===== src/design/apba_pkg.sv =====
// Shared types and constants for the aligned power-of-two block allocator.
package apba_pkg;

  localparam int NUM_CELLS = 64;

  localparam logic [31:0] POOL_CAP = 32'h8000_0000;
  localparam logic [31:0] POOL_RESET = 32'd1048576;

  // register indexes, from paddr[2]
  localparam logic REG_POOL = 1'b0;
  localparam logic REG_BASE = 1'b1;

  localparam logic CMD_ALLOC = 1'b0;
  localparam logic CMD_FREE  = 1'b1;

  localparam logic [1:0] ST_OK        = 2'd0;
  localparam logic [1:0] ST_NO_SPACE  = 2'd1;
  localparam logic [1:0] ST_NOT_FOUND = 2'd2;
  localparam logic [1:0] ST_FULL      = 2'd3;

  typedef enum logic [1:0] {
    TOK_SEARCH,
    TOK_COMMIT,
    TOK_FREE
  } tok_kind_t;

  // token that walks down the cell chain
  typedef struct packed {
    logic        vld;
    tok_kind_t   kind;
    logic [32:0] cand;       // candidate offset
    logic [4:0]  lg;         // log2 of block size
    logic [31:0] addr;       // address to free
    logic        flag;       // search: bumped; commit: written; free: found
    logic        free_seen;  // search: an empty entry was passed
  } tok_t;

  typedef enum logic [2:0] {
    S_IDLE,
    S_SIZE,
    S_LAUNCH,
    S_WAIT,
    S_OUT
  } state_t;

endpackage


===== src/design/apba_cell.sv =====
// One table entry of the allocator; acts on the token passing through.
module apba_cell import apba_pkg::*; (
  input  logic        clk,
  input  logic        rst,
  input  logic [30:0] base_address,
  input  tok_t        tok_in,
  output tok_t        tok_out
);

  logic        valid;
  logic [30:0] off;
  logic [4:0]  lg;

  logic [32:0] e_sz, e, sz33, newc, fe;
  logic [33:0] cand_end;
  logic [31:0] s;
  logic        overlap, take, hit;
  tok_t        t;

  always_comb begin
    e_sz = 33'(1) << lg;
    e = {2'b0, off} + e_sz;
    sz33 = 33'(1) << tok_in.lg;
    cand_end = {1'b0, tok_in.cand} + {1'b0, sz33};
    overlap = valid && ({3'b0, off} < cand_end) && (tok_in.cand < e);
    newc = (e + sz33 - 33'(1)) & ~(sz33 - 33'(1));
    s = {1'b0, base_address} + {1'b0, off};
    fe = {1'b0, s} + e_sz;
    take = !valid && !tok_in.flag;
    hit = valid && !tok_in.flag && (tok_in.addr >= s) && ({1'b0, tok_in.addr} < fe);

    t = tok_in;
    case (tok_in.kind)
      TOK_SEARCH: begin
        if (!valid) t.free_seen = 1'b1;
        if (overlap) begin
          t.cand = newc;
          t.flag = 1'b1;
        end
      end
      TOK_COMMIT: if (take) t.flag = 1'b1;
      TOK_FREE:   if (hit) t.flag = 1'b1;
      default: ;
    endcase
  end

  always_ff @(posedge clk) begin
    if (rst) begin
      valid <= 1'b0;
      tok_out.vld <= 1'b0;
    end else begin
      tok_out.vld <= tok_in.vld;
      if (tok_in.vld && tok_in.kind == TOK_COMMIT && take) valid <= 1'b1;
      if (tok_in.vld && tok_in.kind == TOK_FREE && hit) valid <= 1'b0;
    end
    if (tok_in.vld && tok_in.kind == TOK_COMMIT && take) begin
      off <= tok_in.cand[30:0];
      lg <= tok_in.lg;
    end
    tok_out.kind <= t.kind;
    tok_out.cand <= t.cand;
    tok_out.lg <= t.lg;
    tok_out.addr <= t.addr;
    tok_out.flag <= t.flag;
    tok_out.free_seen <= t.free_seen;
  end

endmodule


===== config.mk =====
export PLATFORM = sky130hd
export DESIGN_NAME = apba_cell
export DESIGN_NICKNAME = d
export VERILOG_FILES = /design/src/design/apba_pkg.sv /design/src/design/apba_cell.sv
export SDC_FILE = /design/constraint.sdc
export NUM_CORES = 1
export LEC_CHECK = 0
export BUFFER_PORTS_ARGS = -buffer_cell sky130_fd_sc_hd__buf_2
export CELL_PAD_IN_SITES_DETAIL_PLACEMENT = 1
export CELL_PAD_IN_SITES_GLOBAL_PLACEMENT = 1
export CORE_UTILIZATION = 32
export CTS_CLUSTER_DIAMETER = 60
export DETAILED_ROUTE_END_ITERATION = 6
export GPL_TIMING_DRIVEN = 0
export PLACE_DENSITY = 0.73
export SLEW_MARGIN = 20
export SYNTH_ARGS = -nofsm -noshare
export SYNTH_HDL_FRONTEND = slang
export SYNTH_SLANG_ARGS = --single-unit

===== constraint.sdc =====
create_clock -name clk -period 6.5 [get_ports clk]
set_input_delay 0.65 -clock clk [delete_from_list [all_inputs] [get_ports clk]]
set_output_delay 0.65 -clock clk [all_outputs]
set_load 0.01 [all_outputs]

# After elaboration in Yosys (flattened, before gate mapping)
# Index checks and enable logic that the tools add are counted.
[totals] regBits=112 in_bits=108 out_inout_bits=75
[op_classes] order_cmp=4 mux=8 shift=2 bitwise_logic=2 n_reduce_logical=14 n_eq_ne=2 add_sub_neg=7
[ops] cell="33-bit 2-to-1 mux" n=2
[ops] cell="1-bit by 5-bit << shifter with 33-bit output, first input constant" n=2
[ops] cell="33-bit by 1-bit subtractor with 33-bit output, second input constant" n=2
[ops] cell="33-bit by 33-bit adder with 34-bit output" n=1
[ops] cell="31-bit by 34-bit < comparator with 1-bit output" n=1
[ops] cell="31-bit by 33-bit adder with 33-bit output" n=1
[ops] cell="32-bit by 33-bit adder with 33-bit output" n=1
[ops] cell="33-bit adder" n=1
[ops] cell="33-bit AND" n=1
[ops] cell="32-bit by 33-bit < comparator with 1-bit output" n=1
[ops] cell="33-bit < comparator" n=1
[ops] cell="33-bit inverter" n=1
[ops] cell="31-bit by 31-bit adder with 32-bit output" n=1
[ops] cell="32-bit greater-or-equal comparator" n=1
[ops] cell="1-bit logical AND" n=10
[ops] cell="1-bit 2-to-1 mux" n=5
[ops] cell="1-bit one-hot mux with 3 select lines" n=1
[ops] cell="2-bit by 1-bit equality test with 1-bit output, second input constant" n=1
[ops] cell="2-bit equality test, second input constant" n=1
[ops] cell="1-bit logical NOT" n=2
[ops] cell="2-bit logical NOT" n=1
[ops] cell="2-bit OR reduction" n=1

# Longest topological paths before layout
# Gate-level depths: netlist of run 1.
[depth] depth_word=7 depth_mapped=31

# Least setup slack after synthesis of run 1
# OpenSTA, ideal clock, no wires.
[synth_timing] kind="input port to flip-flop" start="in base_address[11]" end="reg tok_out[1] in the netlist's numbering" path_stages=26 setup_time_ns=0.103 path_slack_ns=0.131 arrival_ns=6.267 path_buffers=0 t_required_ns=6.397 path_cell_list="ha_1 and3_1 nand2_1 or4b_1 a31oi_1 o21ai_0 a21boi_0 mux2_2 or2_2 ha_1 nand2_1 nor2_1 nand3_1 a211oi_1 o21ai_0 a2111oi_0 nor3_1 o21ai_0 xnor2_1 ha_1 a2111oi_0 nand2_1 o21ai_0 a311oi_1 a211o_1 a222oi_1"
[synth_rtl] element="start, declared" line_no="apba_cell.sv:5" rtl="input logic [30:0] base_address,"
[synth_rtl] element="end, declared" line_no="apba_cell.sv:7" rtl="output tok_t tok_out"

==> summary.md, run 1 <==
| Metric | Value |
|---|---|
| # nets final | `between 2,000 and 3,000` |
| Final period util | `0.982` |
| Max Buffers Root-to-Sink | `2` |
| Mapped Area | `0.0155 sq mm` |
| Syn nets | `around 2,400` |
| Skew-Pair Late Insertion Delay | `approximately 0.40 ns` |
| Vias in the first global route | `between 15,000 and 20,000` |
| Crit path launch type | `flip-flop` |
| Grt peak-use layer | `met2` |
| First-pass GRT wire length | `~87,000 microns` |
| Setup Viol. Count Final | `0` |
| Via count | `between 15,000 and 20,000` |
| Initial Utilization | `0.325` |
| Filler cell count | `~5,800` |
| Headroom to the max-slew limit | `0.323` |
| Worst-path clk slew | `roughly 0.090 ns` |
| GPL Wtd Cong | `0.930` |
| Power Density | `approximately 130 mW/mm^2` |
| Ys async rst share | `0` |
| Largest stage delay on the critical path | `~0.55 ns` |
| CTS H-Tree Depth | `3` |
| Die area | `~0.049 sq mm` |
| Num CTS Buffers | `9` |
| Post-detail-place hpwl | `roughly 48,000 microns` |
| Fmax | `around 160 MHz` |
| WL/cell | `roughly 20 microns` |
| Core ar. | `between 0.04 and 0.05 sq mm` |
| HP Class | `input port to flip-flop` |
| Reg2reg setup slack | `between 0.1 and 0.15 ns` |
| Worst Skew | `between 0.009 and 0.01 ns` |
| Grt met3 use | `0.0182` |
| Syn Area/Cell | `approximately 8 sq um` |
| Final WL | `about 57,000 microns` |
| Placed Area | `0.0172 sq mm` |
| Total clock sinks | `about 110` |
| Met2 Usage GRT | `0.386` |
| Slew Limit Fails | `0` |
| Chip Width | `222 microns` |
| Drt pass-1 iters | `5` |
| Number of max-cap violations | `0` |
| Drt via density | `5.52` |
| Post-synth EDFFs | `36` |
| Final Hold Fails | `0` |
| Crit path kind | `flip-flop to flip-flop` |
| Root Buffer Master | `clkbuf_16` |
| PortBufs | `about 180` |
| GR Layer Usage met1 | `0.285` |
| Min Tclk post-route | `~6.4 ns` |
| Register area share after synthesis | `0.168` |
| FF/Latch Area | `~0.0026 sq mm` |
| Total global routing overflow | `0` |
| Antenna-violating nets left | `0` |
| Most frequent cells in the layout | `ha_1 (304), buf_2 (183), inv_1 (174)` |
| Finished Layout Cells | `~2,800` |
| Worst setup EP type | `flip-flop` |
| Leak | `between 0.009 and 0.01 uW` |
| Post-Synthesis Cells | `1,946` |
| Largest net degree at the start of global routing | `22` |
| Initial antenna violation count | `2` |
| Worst-margin pin slew | `a little over 1 ns` |
| VDD IR max | `roughly 0.00011 V` |
| Register bit total from synthesis | `112` |
| Ys Warns | `0` |
| Commonest non-fill, non-tap cell in the layout | `ha_1` |
| CP arrival | `6.68 ns` |
| Area grow syn2layout | `21.4%` |
| Cell variety after synth | `88` |
| # placed instances | `2,747` |
| TritonCTS clock tree | `built` |
| Cell row count | `80` |
| Pwr Total | `2400 uW` |
| Initial drt markers | `769` |
| Status | `finished, final reports clean` |
| Commonest register cell after synthesis | `dfxtp_1` |
| Slowest cell on crit path | `or4b_4` |
| Critical Path RT | `around 6.8 ns` |
| Total track usage | `0.225` |
| Post-route DRC | `0` |
| RSZ-0062 raised after global routing | `yes` |
| Top-Level Pins | `between 150 and 200` |
| Top cell by count, worst path | `o21ai_2` |
| Multi-input logic area | `0.0129 sq mm` |
| Final Cell Area | `around 0.019 sq mm` |
| CP Max Fanout | `4` |
| Die height | `approximately 220 microns` |
| Layout cells sized above 1 | `0.195` |
-- kinds of logic (layout without fill, tap and decap cells) --
kind of cell / Yosys count / count (layout) / synth area share
flops: 112 / 112 / 0.168
xor+xnor: 132 / 132 / 0.0746
simple gates: 564 / 564 / 0.180
buf+inv: 216 / 470 / 0.0543
fa+ha+maj: 325 / 325 / 0.265
compound gates: 583 / 583 / 0.247
other cells: 0 / 3 / 0
mux: 14 / 14 / 0.0118
-- cells in the mapped netlist, types with 5 or more instances --
cell type	count	share of area
ha_1	320	0.26
inv_1	176	0.043
a21oi_1	174	0.056
nor2_1	144	0.035
nand2_1	130	0.031
o21ai_0	119	0.038
a21o_1	77	0.037
dfxtp_1	76	0.098
nand3_1	71	0.023
xnor2_1	67	0.038
xor2_1	65	0.037
edfxtp_1	36	0.070
nand2b_1	34	0.014
clkbuf_1	32	0.0078
nor3_1	32	0.010
nand4_1	27	0.011
and3_1	25	0.010
o21a_1	24	0.012
nor2b_1	23	0.0093
a211oi_1	21	0.010
o21bai_1	20	0.0097
o31ai_1	17	0.0082
or3_1	17	0.0069
a31oi_1	16	0.0065
o211ai_1	15	0.0073
a2111oi_0	13	0.0073
nor4_1	11	0.0044
or2_2	11	0.0044
mux2_4	8	0.0078
a21boi_0	7	0.0034
a41oi_1	7	0.0040
nor3b_1	7	0.0034
and4_1	6	0.0034
a211o_1	5	0.0028
fa_1	5	0.0065
nand3b_1	5	0.0024
o21ai_1	5	0.0016
o31a_1	5	0.0028
or3b_2	5	0.0028
-- report_power, final --
group          internal, uW  total [uW]  leakage [uW]  switching [uW]
clock network           272         602      0.000144             330
registers               752         763      0.000968            11.1
logic                   434        1040       0.00792             602
total                  1460        2400       0.00903             943
-- final cells by class --
class                           count  share of cell area
Inverter                          176              0.0351
Buffer                             37              0.0116
Sequential cell                   112               0.138
Clock inverter                      6             0.00346
Clock buffer                       10              0.0122
Tap cell                          615              0.0409
Multi-Input combinational cell   1618               0.685
Timing Repair Buffer              241              0.0726
Antenna cell                        3            0.000399
-- critical path, delay by kind of cell (launching register included) --
family	cells	cell delay, ns
compound gates	11	2.50
simple gates	10	1.69
mux	1	0.33
xor+xnor	1	0.14
flops	1	0.53
fa+ha+maj	3	0.91
buf+inv	1	0.15
-- registers in the layout, indices dropped and copies added (netlist names) --
register,cells
tok_out,75
off,31
valid,1
lg,5
-- metrics by stage --
stage	setup TNS (ns)	worst slack, ns	hold WS (ns)	util
after floorplan	0	0.131	0.462	-
after global placement	-43.37	-1.66	0.513	0.360
after detailed placement	-49.29	-1.87	0.523	0.361
after CTS	-0.00938	-0.00938	0.358	0.378
after global routing	-0.198	-0.139	0.379	0.394
final	0	0.118	0.383	0.394
-- what timing repair did --
item,in CTS,in global routing
gates resized for setup,95,110
hold buffers,0,0
pin swaps,22,61
endpoints found under the setup margin,35,35
setup buffers,19,36
-- layer usage --
metal / up-vias / part of all wire
li1: 7637 / -
met1: 7558 / 0.46
met2: 279 / 0.48
met3: 83 / 0.023
met4: 0 / 0.034
met5: - / 0
-- path summary, 6_finish.rpt --
kind	startpoint	end	depth (start not counted)
max	off[11]	tok_out[1]	27
min reg2reg	valid	tok_out[0]	1
max reg2reg	off[11]	tok_out[1]	27
min	tok_in[13]	tok_out[13]	1
Note: power is estimated with default switching activity, not from simulation.
==> inputs of run 2 (changes only) <==
--- a/config.mk
+++ b/config.mk
@@ -8,11 +8,11 @@
 export BUFFER_PORTS_ARGS = -buffer_cell sky130_fd_sc_hd__buf_2
 export CELL_PAD_IN_SITES_DETAIL_PLACEMENT = 1
 export CELL_PAD_IN_SITES_GLOBAL_PLACEMENT = 1
-export CORE_UTILIZATION = 32
-export CTS_CLUSTER_DIAMETER = 60
+export CORE_UTILIZATION = 41
 export DETAILED_ROUTE_END_ITERATION = 6
 export GPL_TIMING_DRIVEN = 0
-export PLACE_DENSITY = 0.73
+export PLACE_DENSITY = 0.88
+export REMOVE_ABC_BUFFERS = 1
 export SLEW_MARGIN = 20
 export SYNTH_ARGS = -nofsm -noshare
 export SYNTH_HDL_FRONTEND = slang
==> summary.md, run 2 (same netlist as run 1, synthesis figures left out) <==
| Metric | Value |
|---|---|
| Vias in the first global route | `16,205 (-1.0%)` |
| Headroom to the max-slew limit | `0.412 (+0.0885)` |
| Power Density | `131 mW/mm^2 (+2.7%)` |
| Layout cells sized above 1 | `0.195 (-0.000857)` |
| Max Buffers Root-to-Sink | `2 (unchanged)` |
| Internal Power | `1450 uW (-0.27%)` |
| Top flop regs | `tok_out: 75 flops, off: 31 flops, lg: 5 flops` |
| Most frequent cells in the layout | `ha_1 (303), buf_2 (177), inv_1 (174)` |
| # nets final | `2,612 (-0.61%)` |
| Hold buffers post-CTS | `0 (unchanged)` |
| Initial drt markers | `930 (+21%)` |
| CP Max Fanout | `4 (unchanged)` |
| Final period util | `1.07 (+0.0870)` |
| Setup Slack @ Placement | `-1.66 ns (+0.209 ns)` |
| Multi-input logic area | `0.0129 sq mm (-0.12%)` |
| Via count | `16,448 (+5.7%)` |
| Top-Level Pins | `183 (unchanged)` |
| Setup Viol. Count Final | `2 (+2)` |
| Failing checks | `setup timing` |
| GPL Wtd Cong | `0.896 (-3.6%)` |
| Total global routing overflow | `0 (unchanged)` |
| Final Cell Area | `0.0186 sq mm (-1.3%)` |
| Combinational share of power | `0.438 (+0.006)` |
| Critical Path RT | `6.81 ns (about the same)` |
| Switch Pwr | `981 uW (+4.0%)` |
| TritonCTS clock tree | `built` |
| FF/Latch Area | `0.00260 sq mm (unchanged)` |
| Sw frac | `0.403 (+0.0101)` |
| Top cell by count, worst path | `o21a_1` |
| Initial antenna violation count | `3 (+1)` |
| Post-route setup slack | `-0.448 ns (-0.566 ns)` |
| Slew Limit Fails | `0 (unchanged)` |
| Final WL | `62,200 microns (+8.5%)` |
| Core ar. | `0.0369 sq mm (-23%)` |
| Antenna-violating nets left | `0 (unchanged)` |
| Filler cell count | `4,477 (-23%)` |
| Sequential Power Share | `0.314 (-0.004)` |
| Max FFs per register | `75 (unchanged)` |
| Finished Layout Cells | `2,689 (-4.6%)` |
| Largest net degree at the start of global routing | `36 (+64%)` |
| Crit-path leading delay family | `compound AO/OA/AOI/OAI gates` |
| Number of max-cap violations | `0 (unchanged)` |
| PortBufs | `182 (unchanged)` |
| Final Hold Fails | `0 (unchanged)` |
| Initial Utilization | `0.420 (+0.0957)` |
| Num CTS Buffers | `9 (unchanged)` |
| Largest reg by FF count | `tok_out` |
| Post-route DRC | `0 (unchanged)` |
| Crit path buffers/inverters | `2 (+1)` |
| VDD IR max | `0.000148 V (+31%)` |
| Skew-Pair Late Insertion Delay | `0.41 ns (about the same)` |
| Slowest cell on crit path | `o21ai_0` |
| Drt via density | `6.12 (+11%)` |
| CTS H-Tree Depth | `3 (unchanged)` |
| Leak | `0.00902 uW (-0.14%)` |
| Crit path launch type | `flip-flop` |
| Post-detail-place hpwl | `43,200 microns (-9.1%)` |
| Worst-path clk slew | `0.09 ns (about the same)` |
| Worst setup EP type | `flip-flop` |
| Total clock sinks | `112 (unchanged)` |
| RSZ-0062 raised after global routing | `yes` |
| Worst Skew | `0.00949 ns (+0.000200 ns)` |
| First-pass GRT wire length | `86,400 microns (-1.2%)` |
| Fmax | `144 MHz (-8.1%)` |
| Crit path kind | `flip-flop to flip-flop` |
| Total track usage | `0.284 (+0.0586)` |
| Clock power frac | `0.248 (-0.003)` |
| Min Tclk post-route | `6.95 ns (+0.566 ns)` |
| Status | `finished, violations left` |
| Cell row count | `70 (-13%)` |
| Largest stage delay on the critical path | `0.69 ns (+0.14 ns)` |
| # placed instances | `2,595 (-5.5%)` |
| Die area | `0.0386 sq mm (-22%)` |
| Area grow syn2layout | `19.9%` |
| HP Class | `input port to flip-flop` |
| Root Buffer Master | `clkbuf_16` |
| Worst hold slack | `0.376 ns (-0.00694 ns)` |
| Placed Area | `0.0169 sq mm (-1.9%)` |
| Setup TNS | `-0.809 ns (-0.809 ns)` |
| Die height | `196 microns (-12%)` |
| WL/cell | `23.1 microns (+14%)` |
| Drt pass-1 iters | `5 (unchanged)` |
| Commonest non-fill, non-tap cell in the layout | `ha_1` |
| CP arrival | `7.25 ns (+0.57 ns)` |
| Worst-margin pin slew | `0.875 ns (-0.132 ns)` |
| Chip Width | `196 microns (-12%)` |
-- run 2: cell count changes in the layout (fill, tap and decap cells not counted), moves of 4 or more --
cell      previous run  this run
a211oi_2             7        11
buf_2              183       177
buf_4               63        76
clkbuf_1            20         2
clkbuf_4             6         0
nand2_2              4         0
nor2_1             132       136
o21ai_0            102       107
o21ai_1             13         9
-- run 2: metrics by stage --
stage	utilization	power, uW
3_3_place_gp	0.457	1630
6_report	0.504	2430
2_1_floorplan	-	1390
3_5_place_dp	0.458	1680
4_1_cts	0.479	2320
5_1_grt	0.504	2550
-- run 2: final cells by class --
| cell class | instances | share of cell area |
|---|---|---|
| Antenna cell | 1 | 0.000135 |
| Clock buffer | 11 | 0.0125 |
| Clock inverter | 5 | 0.00216 |
| Inverter | 176 | 0.0356 |
| Multi-Input combinational cell | 1621 | 0.693 |
| Sequential cell | 112 | 0.140 |
| Tap cell | 504 | 0.0339 |
| Timing Repair Buffer | 259 | 0.0822 |
-- run 2: path summary, 6_finish.rpt --
| kind | start | to | slack [ns] | depth (start not counted) |
|---|---|---|---|---|
| worst max-delay path | off[11] | tok_out[1] | -0.45 | 28 |
| worst min-delay path | tok_in[2] | tok_out[2] | 0.38 | 1 |
| worst max register to register | off[11] | tok_out[1] | -0.45 | 28 |
| worst min register to register | valid | tok_out[0] | 0.54 | 1 |
-- run 2: timing repair --
action                                  in CTS  in global routing
cloned                                       3                  0
endpoints found under the setup margin      35                 35
gates resized for setup                     69                 99
setup buffers                               21                 53
pin swaps                                   24                 66
endpoints found under the hold margin        0                  0
-- run 2: power by group through the flow --
stage	clock network, uW	logic, uW	registers, uW
2_1_floorplan	0	596	792
4_1_cts	614	940	763
5_1_grt	629	1160	767
3_3_place_gp	0	851	778
6_report	604	1070	764
3_5_place_dp	0	899	779
-- run 2: routing by layer --
layer,global-route usage,share of wire
met1,0.358,0.42
met5,0,0.00043
met4,0.117,0.051
met3,0.0260,0.050
met2,0.496,0.48
